[src/rtl/ricv_pkg.sv]
// ----------------------------------------------------------------------------
// ricv_pkg
// Types, codes and helper functions shared by the validator modules.
// ----------------------------------------------------------------------------
`timescale 1ns / 1ps
`default_nettype none

package ricv_pkg;

  // Layout modes
  localparam logic [1:0] MODE_OFF         = 2'd0;
  localparam logic [1:0] MODE_DASH        = 2'd1;
  localparam logic [1:0] MODE_SPECIAL     = 2'd2;
  localparam logic [1:0] MODE_INTERLEAVED = 2'd3;

  localparam logic [7:0] CHAR_DASH  = 8'd45;
  localparam logic [7:0] CHAR_ZERO  = 8'd48;
  localparam logic [7:0] CHAR_NINE  = 8'd57;

  localparam logic [4:0] MIN_LEN_SHORT = 5'd14;
  localparam logic [4:0] MIN_LEN_LONG  = 5'd27;
  localparam logic [4:0] POS_MAX       = 5'd31;

  typedef enum logic [1:0] {
    ROLE_NONE,
    ROLE_DIGIT,
    ROLE_SEP,
    ROLE_CHECK
  } ricv_role_t;

  typedef enum logic [2:0] {
    FAIL_NONE      = 3'd0,
    FAIL_SHORT     = 3'd1,
    FAIL_SEP       = 3'd2,
    FAIL_DIGIT     = 3'd3,
    FAIL_CHECKSUM  = 3'd4,
    FAIL_MODE_ZERO = 3'd5
  } ricv_fail_t;

  typedef struct packed {
    ricv_role_t role;
    logic [3:0] weight;
  } ricv_slot_t;

  // Classified character handed from front to back
  typedef struct packed {
    logic       last;
    logic       mode_zero;
    logic       too_short;
    ricv_role_t role;
    logic       is_digit;
    logic       sep_ok;
    logic [3:0] digit;
    logic [3:0] prod_mod;
  } ricv_item_t;

  // Codes 33 to 127 that are neither a digit nor a letter
  function automatic logic is_special(logic [7:0] c);
    logic ok;
    ok = 1'b1;
    if (c < 8'd33 || c > 8'd127) ok = 1'b0;
    if (c > 8'd47 && c < 8'd58) ok = 1'b0;
    if (c > 8'd64 && c < 8'd91) ok = 1'b0;
    if (c > 8'd96 && c < 8'd123) ok = 1'b0;
    return ok;
  endfunction

  // Weights of the second group of six digits
  function automatic logic [3:0] second_weight(logic [2:0] idx);
    logic [3:0] w;
    case (idx)
      3'd0:    w = 4'd8;
      3'd1:    w = 4'd9;
      3'd2:    w = 4'd2;
      3'd3:    w = 4'd3;
      3'd4:    w = 4'd4;
      3'd5:    w = 4'd5;
      default: w = 4'd0;
    endcase
    return w;
  endfunction

  function automatic ricv_slot_t slot_of(logic [1:0] m, logic [4:0] p);
    ricv_slot_t s;
    logic [4:0] off;
    s.role   = ROLE_NONE;
    s.weight = 4'd0;
    off      = 5'd0;
    if (m == MODE_DASH || m == MODE_SPECIAL) begin
      if (p < 5'd6) begin
        s.role   = ROLE_DIGIT;
        s.weight = p[3:0] + 4'd2;
      end else if (p == 5'd6) begin
        s.role = ROLE_SEP;
      end else if (p < 5'd13) begin
        off      = p - 5'd7;
        s.role   = ROLE_DIGIT;
        s.weight = second_weight(off[2:0]);
      end else if (p == 5'd13) begin
        s.role = ROLE_CHECK;
      end
    end else if (m == MODE_INTERLEAVED) begin
      if ((p <= 5'd25 && p[0]) || p == 5'd12) begin
        s.role = ROLE_SEP;
      end else if (p < 5'd12) begin
        s.role   = ROLE_DIGIT;
        s.weight = p[4:1] + 4'd2;
      end else if (p < 5'd26) begin
        off      = p - 5'd14;
        s.role   = ROLE_DIGIT;
        s.weight = second_weight(off[3:1]);
      end else if (p == 5'd26) begin
        s.role = ROLE_CHECK;
      end
    end
    return s;
  endfunction

  // v mod 11 for v below 128: reciprocal estimate, then one correction
  function automatic logic [3:0] mod11_small(logic [6:0] v);
    logic [14:0] t;
    logic [3:0]  q;
    logic [6:0]  r;
    t = 15'(v) * 15'd186;
    q = t[14:11];
    r = v - 7'(q) * 7'd11;
    if (r >= 7'd11) r = r - 7'd11;
    return r[3:0];
  endfunction

endpackage

`default_nettype wire

[src/rtl/resident_id_checksum_validator.sv]
// ----------------------------------------------------------------------------
// resident_id_checksum_validator
// Check-digit validator for resident registration numbers, one byte a beat.
// ----------------------------------------------------------------------------
//
//  Channel   Dir  Payload                               Handshake
//  cfg       in   cfg_data: layout_mode[1:0]            cfg_valid/cfg_ready
//  s_axis    in   tdata: char_code[7:0]; tlast: end     s_axis_tvalid/tready
//  m_axis    out  tdata: is_match, fail_reason, check   m_axis_tvalid/tready
//
//  One input beat per cycle while the queue has room. The front classifies each
//  byte in the cycle it is accepted and pushes it into a FIFO_DEPTH-entry queue;
//  the back pops one entry per cycle unless a verdict waits at the output, and it
//  registers the verdict as it pops the tlast entry. Output stalls first fill the
//  output register, then the queue; s_axis_tready falls only when the queue is full.
//  Reset (rst, synchronous) sets layout_mode to 1 and clears all token state.
// ----------------------------------------------------------------------------
`timescale 1ns / 1ps
`default_nettype none

module resident_id_checksum_validator #(
  parameter int FIFO_DEPTH = 4
) (
  input  wire        clk,
  input  wire        rst,
  // Configuration write: layout_mode
  input  wire        cfg_valid,
  output logic       cfg_ready,
  input  wire  [1:0] cfg_data,       // [1:0] layout_mode
  // Character stream
  input  wire        s_axis_tvalid,
  output logic       s_axis_tready,
  input  wire  [7:0] s_axis_tdata,   // [7:0] char_code
  input  wire        s_axis_tlast,   // token_end
  // Verdict stream
  output logic       m_axis_tvalid,
  input  wire        m_axis_tready,
  output logic [7:0] m_axis_tdata    // [0] is_match, [3:1] fail_reason,
                                     // [7:4] expected_check
);
  import ricv_pkg::*;

  ricv_item_t push_item;
  ricv_item_t head;
  logic       push;
  logic       pop;
  logic       queue_full;
  logic       queue_empty;

  // Front: layout register, position counter, byte classification
  ricv_front u_front (
    .clk        (clk),
    .rst        (rst),
    .cfg_valid  (cfg_valid),
    .cfg_ready  (cfg_ready),
    .cfg_data   (cfg_data),
    .in_valid   (s_axis_tvalid),
    .in_ready   (s_axis_tready),
    .char_code  (s_axis_tdata),
    .token_end  (s_axis_tlast),
    .queue_full (queue_full),
    .push       (push),
    .item       (push_item)
  );

  // Decouple the two halves so each side stalls on its own
  ricv_queue #(
    .DEPTH (FIFO_DEPTH)
  ) u_queue (
    .clk       (clk),
    .rst       (rst),
    .push      (push),
    .push_item (push_item),
    .full      (queue_full),
    .pop       (pop),
    .pop_item  (head),
    .empty     (queue_empty)
  );

  // Back: weighted sum mod 11, error flags, verdict register
  ricv_back u_back (
    .clk         (clk),
    .rst         (rst),
    .queue_empty (queue_empty),
    .head        (head),
    .pop         (pop),
    .out_valid   (m_axis_tvalid),
    .out_ready   (m_axis_tready),
    .out_data    (m_axis_tdata)
  );

endmodule

`default_nettype wire

[src/rtl/ricv_queue.sv]
// ----------------------------------------------------------------------------
// ricv_queue
// Small register FIFO of classified characters between front and back.
// ----------------------------------------------------------------------------
`timescale 1ns / 1ps
`default_nettype none

module ricv_queue #(
  parameter int DEPTH = 4
) (
  input  wire                   clk,
  input  wire                   rst,
  input  wire                   push,
  input  ricv_pkg::ricv_item_t  push_item,
  output logic                  full,
  input  wire                   pop,
  output ricv_pkg::ricv_item_t  pop_item,
  output logic                  empty
);
  import ricv_pkg::*;

  localparam int AW = (DEPTH > 1) ? $clog2(DEPTH) : 1;
  localparam int CW = $clog2(DEPTH + 1);

  ricv_item_t      slots [DEPTH];
  logic [AW-1:0]   wr_ptr;
  logic [AW-1:0]   rd_ptr;
  logic [CW-1:0]   count;

  assign full     = (count == CW'(DEPTH));
  assign empty    = (count == '0);
  assign pop_item = slots[rd_ptr];

  always_ff @(posedge clk) begin
    if (push) begin
      slots[wr_ptr] <= push_item;
    end
  end

  always_ff @(posedge clk) begin
    if (rst) begin
      wr_ptr <= '0;
      rd_ptr <= '0;
      count  <= '0;
    end else begin
      if (push) begin
        wr_ptr <= (wr_ptr == AW'(DEPTH - 1)) ? '0 : wr_ptr + 1'b1;
      end
      if (pop) begin
        rd_ptr <= (rd_ptr == AW'(DEPTH - 1)) ? '0 : rd_ptr + 1'b1;
      end
      case ({push, pop})
        2'b10:   count <= count + 1'b1;
        2'b01:   count <= count - 1'b1;
        default: count <= count;
      endcase
    end
  end

endmodule

`default_nettype wire

[src/rtl/ricv_front.sv]
// ----------------------------------------------------------------------------
// ricv_front
// Hold the layout mode, track the position in the token and classify bytes.
// ----------------------------------------------------------------------------
`timescale 1ns / 1ps
`default_nettype none

module ricv_front (
  input  wire                   clk,
  input  wire                   rst,
  input  wire                   cfg_valid,
  output logic                  cfg_ready,
  input  wire  [1:0]            cfg_data,
  input  wire                   in_valid,
  output logic                  in_ready,
  input  wire  [7:0]            char_code,
  input  wire                   token_end,
  input  wire                   queue_full,
  output logic                  push,
  output ricv_pkg::ricv_item_t  item
);
  import ricv_pkg::*;

  logic [1:0] layout_mode;
  logic [4:0] position;
  logic [4:0] position_next;
  logic [4:0] len;
  logic [4:0] need;
  ricv_slot_t slot;
  logic       is_digit;
  logic [3:0] digit;
  logic [7:0] prod;
  logic [7:0] diff;

  assign cfg_ready = 1'b1;
  assign in_ready  = !queue_full;
  assign push      = in_valid && in_ready;

  always_comb begin
    slot     = slot_of(layout_mode, position);
    is_digit = (char_code >= CHAR_ZERO) && (char_code <= CHAR_NINE);
    diff     = char_code - CHAR_ZERO;
    digit    = is_digit ? diff[3:0] : 4'd0;
    prod     = 8'(digit) * 8'(slot.weight);
    len      = (position == POS_MAX) ? POS_MAX : position + 5'd1;
    need     = (layout_mode == MODE_INTERLEAVED) ? MIN_LEN_LONG : MIN_LEN_SHORT;

    item.last      = token_end;
    item.mode_zero = (layout_mode == MODE_OFF);
    item.too_short = (len < need);
    item.role      = slot.role;
    item.is_digit  = is_digit;
    item.sep_ok    = (layout_mode == MODE_DASH) ? (char_code == CHAR_DASH)
                                                : is_special(char_code);
    item.digit     = digit;
    item.prod_mod  = (slot.role == ROLE_DIGIT) ? mod11_small(prod[6:0]) : 4'd0;

    position_next  = token_end ? 5'd0 : len;
  end

  always_ff @(posedge clk) begin
    if (rst) begin
      layout_mode <= MODE_DASH;
      position    <= 5'd0;
    end else begin
      if (cfg_valid && cfg_ready) begin
        layout_mode <= cfg_data;
      end
      if (push) begin
        position <= position_next;
      end
    end
  end

endmodule

`default_nettype wire

[src/rtl/ricv_back.sv]
// ----------------------------------------------------------------------------
// ricv_back
// Accumulate the token state from classified bytes and register the verdict.
// ----------------------------------------------------------------------------
`timescale 1ns / 1ps
`default_nettype none

module ricv_back (
  input  wire                   clk,
  input  wire                   rst,
  input  wire                   queue_empty,
  input  ricv_pkg::ricv_item_t  head,
  output logic                  pop,
  output logic                  out_valid,
  input  wire                   out_ready,
  output logic [7:0]            out_data
);
  import ricv_pkg::*;

  logic [3:0] sum_mod;
  logic       separator_bad;
  logic       digit_bad;
  logic [3:0] check_char;

  logic [3:0] sum_next;
  logic       separator_bad_next;
  logic       digit_bad_next;
  logic [3:0] check_char_next;
  logic [4:0] sum_add;
  logic [3:0] comp;
  logic [3:0] expect_chk;
  ricv_fail_t reason;

  always_comb begin
    pop = !queue_empty && (!head.last || !out_valid || out_ready);

    sum_next           = sum_mod;
    separator_bad_next = separator_bad;
    digit_bad_next     = digit_bad;
    check_char_next    = check_char;
    sum_add            = 5'(sum_mod) + 5'(head.prod_mod);

    case (head.role)
      ROLE_DIGIT: begin
        sum_next       = (sum_add >= 5'd11) ? 4'(sum_add - 5'd11) : sum_add[3:0];
        digit_bad_next = digit_bad || !head.is_digit;
      end
      ROLE_CHECK: begin
        check_char_next = head.digit;
        digit_bad_next  = digit_bad || !head.is_digit;
      end
      ROLE_SEP: begin
        separator_bad_next = separator_bad || !head.sep_ok;
      end
      default: begin
      end
    endcase

    comp       = 4'd11 - sum_next;
    expect_chk = (comp >= 4'd10) ? comp - 4'd10 : comp;

    if (head.mode_zero) begin
      reason = FAIL_MODE_ZERO;
    end else if (head.too_short) begin
      reason = FAIL_SHORT;
    end else if (separator_bad_next) begin
      reason = FAIL_SEP;
    end else if (digit_bad_next) begin
      reason = FAIL_DIGIT;
    end else if (expect_chk != check_char_next) begin
      reason = FAIL_CHECKSUM;
    end else begin
      reason = FAIL_NONE;
    end
  end

  // Token state: clear at the last byte, else take the update
  always_ff @(posedge clk) begin
    if (rst) begin
      sum_mod       <= 4'd0;
      separator_bad <= 1'b0;
      digit_bad     <= 1'b0;
      check_char    <= 4'd0;
    end else if (pop) begin
      if (head.last) begin
        sum_mod       <= 4'd0;
        separator_bad <= 1'b0;
        digit_bad     <= 1'b0;
        check_char    <= 4'd0;
      end else begin
        sum_mod       <= sum_next;
        separator_bad <= separator_bad_next;
        digit_bad     <= digit_bad_next;
        check_char    <= check_char_next;
      end
    end
  end

  // Output register
  always_ff @(posedge clk) begin
    if (rst) begin
      out_valid <= 1'b0;
    end else if (pop && head.last) begin
      out_valid <= 1'b1;
    end else if (out_ready) begin
      out_valid <= 1'b0;
    end
  end

  always_ff @(posedge clk) begin
    if (pop && head.last) begin
      out_data <= {expect_chk, reason, (reason == FAIL_NONE)};
    end
  end

endmodule

`default_nettype wire

[config.mk]
export PLATFORM = sky130hd
export DESIGN_NAME = resident_id_checksum_validator
export DESIGN_NICKNAME = d
export VERILOG_FILES = /design/src/rtl/ricv_pkg.sv /design/src/rtl/resident_id_checksum_validator.sv /design/src/rtl/ricv_queue.sv /design/src/rtl/ricv_front.sv /design/src/rtl/ricv_back.sv
export SDC_FILE = /design/constraint.sdc
export NUM_CORES = 1
export LEC_CHECK = 0
export BUFFER_PORTS_ARGS = -buffer_cell sky130_fd_sc_hd__buf_2
export CORE_MARGIN = 4
export CORE_UTILIZATION = 55
export CTS_CLUSTER_SIZE = 8
export DETAILED_ROUTE_END_ITERATION = 8
export GPL_ROUTABILITY_DRIVEN = 0
export MAX_ROUTING_LAYER = met4
export PLACE_DENSITY = 0.75
export SLEW_MARGIN = 20
export SYNTH_ARGS = -nofsm -noshare
export SYNTH_HDL_FRONTEND = slang
export SYNTH_SLANG_ARGS = --single-unit
[constraint.sdc]
create_clock -name clk -period 12.45 [get_ports clk]
set_input_delay 0 -clock clk [delete_from_list [all_inputs] [get_ports clk]]
set_output_delay 0 -clock clk [all_outputs]
set_load 0.05 [all_outputs]
==> impl_metrics.toml <==
[yosys]
avgSynthCellArea_sq_um = 10.8
synth-edff-count = 68
yosysWarnings = 0
ys_ff_latch = 95
ys.flop_type = "edfxtp_1"
syn-cell-area_sq_um = 6920
ys_seq_area_share_pct = 37.3
synth_cell_types = 78
syn_inst = 641
syn_nets = 770
synth-async-reset-ratio_pct = 0

[timing]
final.period_utilization_pct = 92.4
maxSlewHeadroom_pct = 42.4
fin_tns_setup_ps = 0
hold_viol = 0
clock_skew_ps = 13.2
setup_viol = 0
period_needed_ps = 11500
rsz0062_at_grt = "no"
worstMarginPinSlew_ps = 861
drv_slew = 0
fmax_mhz = 86.9

[final_layout]
insertedDiodeCount = 0
multi_input_area_sq_um = 4040
drive_above_1_share_pct = 10.8
final_common_cell = "ha_1"
n_fill_cell = 960
regArea_sq_um = 2580
syn_to_final_growth_pct = 9.38
fin_cells = 846
nets = 802
final_cell_mix = "ha_1, edfxtp_1, inv_1"

[run]
maxCapViolCount = 0

[worst_setup_path]
crit_type = "flop to flop"
cp.required_ps = 12520
worstPathArrival_ps = 11570
r2r_cells = 39
crit_path_top_delay_cell = "xnor2_1"
cp-end-kind = "flop"
start_kind = "flop"
crit_path_max_fanout = 8
cp_slowest_stage_delay_ps = 640

[min_path]
holdPathStages = 2
hp-class = "primary input to flop"

[floorplan]
die-area_sq_um = 14400
rows = 40
num_io_pins = 27
coreArea_sq_um = 12200
die-width_um = 120
initial_core_util_pct = 56.9
die_h_um = 120

[routing]
drc = 0
viasPerCell = 5.78
wl_per_cell_um = 15.5
drt_pass1_iterations = 5
wl_mm = 13.1
routed-via-count = 4893
first_iter_violations = 277
ant_nets = 0

[global_route]
grt_pass1_vias = 4973
grtUsageTotal_pct = 20.0
grt_overflow = 0
grt_max_degree = 23
grt_pass1_wl_mm = 22.9
antenna_found_initial = 0

[cts]
clk_pin_slew_ps = 70
root_buffer = "clkbuf_16"
cts.sinks = 95
cts_setup_buffers = 0
cts_buffer_depth = 2
hold_buffers = 7
numCtsBuffers = 9
cts_resized = 0
cts_tree = "done"
insertion_delay_ps = 340
h-tree-depth = 3

[outcome]
outcome = "completed"

[place]
dpl.cell_count = 823
io_buffers = 25
dp.final_hpwl_mm = 10.1

[power]
power_density_nw_per_um2 = 163
p_comb_share_pct = 44.1
swShare_pct = 38.6
peakVddDrop_v = 0.0000760
power.internal_uw = 756
p_leak_nw = 3.34
p_switching_uw = 475
power_frac_seq_pct = 34.5
clkPwrFrac_pct = 21.4
==> synthesized netlist by cell type (3+ instances only) <==
master / number / area (sq um)
o21bai_1: 3 / 22.5
nand2b_1: 12 / 75.1
clkbuf_1: 5 / 18.8
nand3_1: 6 / 30.0
and2_1: 8 / 50.1
o2111ai_1: 4 / 35.0
nor3b_1: 4 / 30.0
o21ai_0: 17 / 85.1
a211oi_1: 4 / 30.0
ha_1: 93 / 1160
nor3_1: 12 / 60.1
xor2_1: 13 / 114
buf_2: 4 / 20.0
a22oi_1: 5 / 37.5
mux2i_1: 6 / 60.1
a21oi_1: 41 / 205
edfxtp_1: 68 / 2040
o31ai_1: 8 / 60.1
mux4_2: 15 / 338
nand4_1: 3 / 18.8
nand2_1: 39 / 146
and3_1: 5 / 31.3
nor2_1: 50 / 188
nor2b_1: 8 / 50.1
o22ai_1: 6 / 37.5
fa_1: 20 / 400
dfxtp_1: 27 / 541
o21a_1: 4 / 30.0
a31oi_1: 3 / 18.8
a41oi_1: 4 / 35.0
o21ai_1: 5 / 25.0
inv_1: 62 / 233
a21o_1: 11 / 82.6
xnor2_1: 15 / 131
==> path summary, 6_finish.rpt <==
path                        from  slack, ps                  end
max          u_front.position[1]        950  u_queue.slots[1][2]
min              s_axis_tdata[7]         40  u_queue.slots[3][8]
max reg2reg  u_front.position[1]        950  u_queue.slots[1][2]
min reg2reg    u_queue.rd_ptr[1]        490    u_queue.rd_ptr[1]
==> flip-flops by register name, summed over array words and instances (netlist names), named ones only <==
signal	flops
u_back.out_data	8
u_front.layout_mode	2
u_front.position	5
u_queue.slots	60
u_queue.rd_ptr	2
u_back.digit_bad	1
u_queue.count	3
u_back.separator_bad	1
u_back.out_valid	1
u_back.check_char	4
u_queue.wr_ptr	2
u_back.sum_mod	4
==> power by group through the flow <==
stage          Sequential (mW)  Clock [mW]  Combinational [mW]
2_1_floorplan            0.460           0               0.407
3_3_place_gp             0.429           0               0.524
3_5_place_dp             0.432           0               0.540
4_1_cts                  0.425       0.270               0.546
5_1_grt                  0.430       0.287               0.603
6_report                 0.424       0.264               0.543
==> stage by stage <==
step	cell area, sq um	util (%)	worst slack, ps	hold WS, ps	power [mW]
after floorplan	6920	-	2040	79.3	0.866
after global placement	7210	59.2	1490	225	0.953
after detailed placement	7210	59.2	1080	234	0.972
after CTS	7570	62.3	1030	18.7	1.24
after global routing	7570	62.3	205	24.5	1.32
final	7570	62.3	948	39.5	1.23
==> worst max-delay path, delay by kind of cell, from the launching register on <==
kind / cells / cell delay, ps
AO/OA/AOI/OAI: 13 / 2440
XOR/XNOR: 5 / 1590
adder cells (fa/ha/maj): 12 / 4740
buffers and inverters: 3 / 300
flip-flops: 1 / 480
multiplexers: 2 / 730
AND/OR/NAND/NOR: 4 / 920
==> layout make-up <==
type                       count  area share, %
clock buffer                   9           2.97
clock inverter                 7          0.958
inverter                      65           3.22
multi-input combinational    469           53.3
sequential                    95           34.1
tap                          168           2.78
timing repair buffer          33           2.68
==> per-layer routing <==
layer,GRT usage (%),wire length [um],up-vias
met5,-,0,-
met4,6.44,195,0
met3,2.85,557,14
met2,34.6,6710,124
li1,-,-,2385
met1,24.5,5640,2370
==> logic make-up after synthesis <==
kind of cell / after synthesis / share of synthesized area [%]
xor gates and xnor gates: 29 / 3.89
AOI/OAI and AO/OA: 134 / 12.9
muxes: 26 / 6.65
buffers and inverters: 77 / 4.41
other: 1 / 0.0542
DFF: 95 / 37.3
adders and majority gates: 113 / 22.6
and+or+nand+nor: 166 / 12.3
No activity file was read; power rests on OpenSTA's default activity.
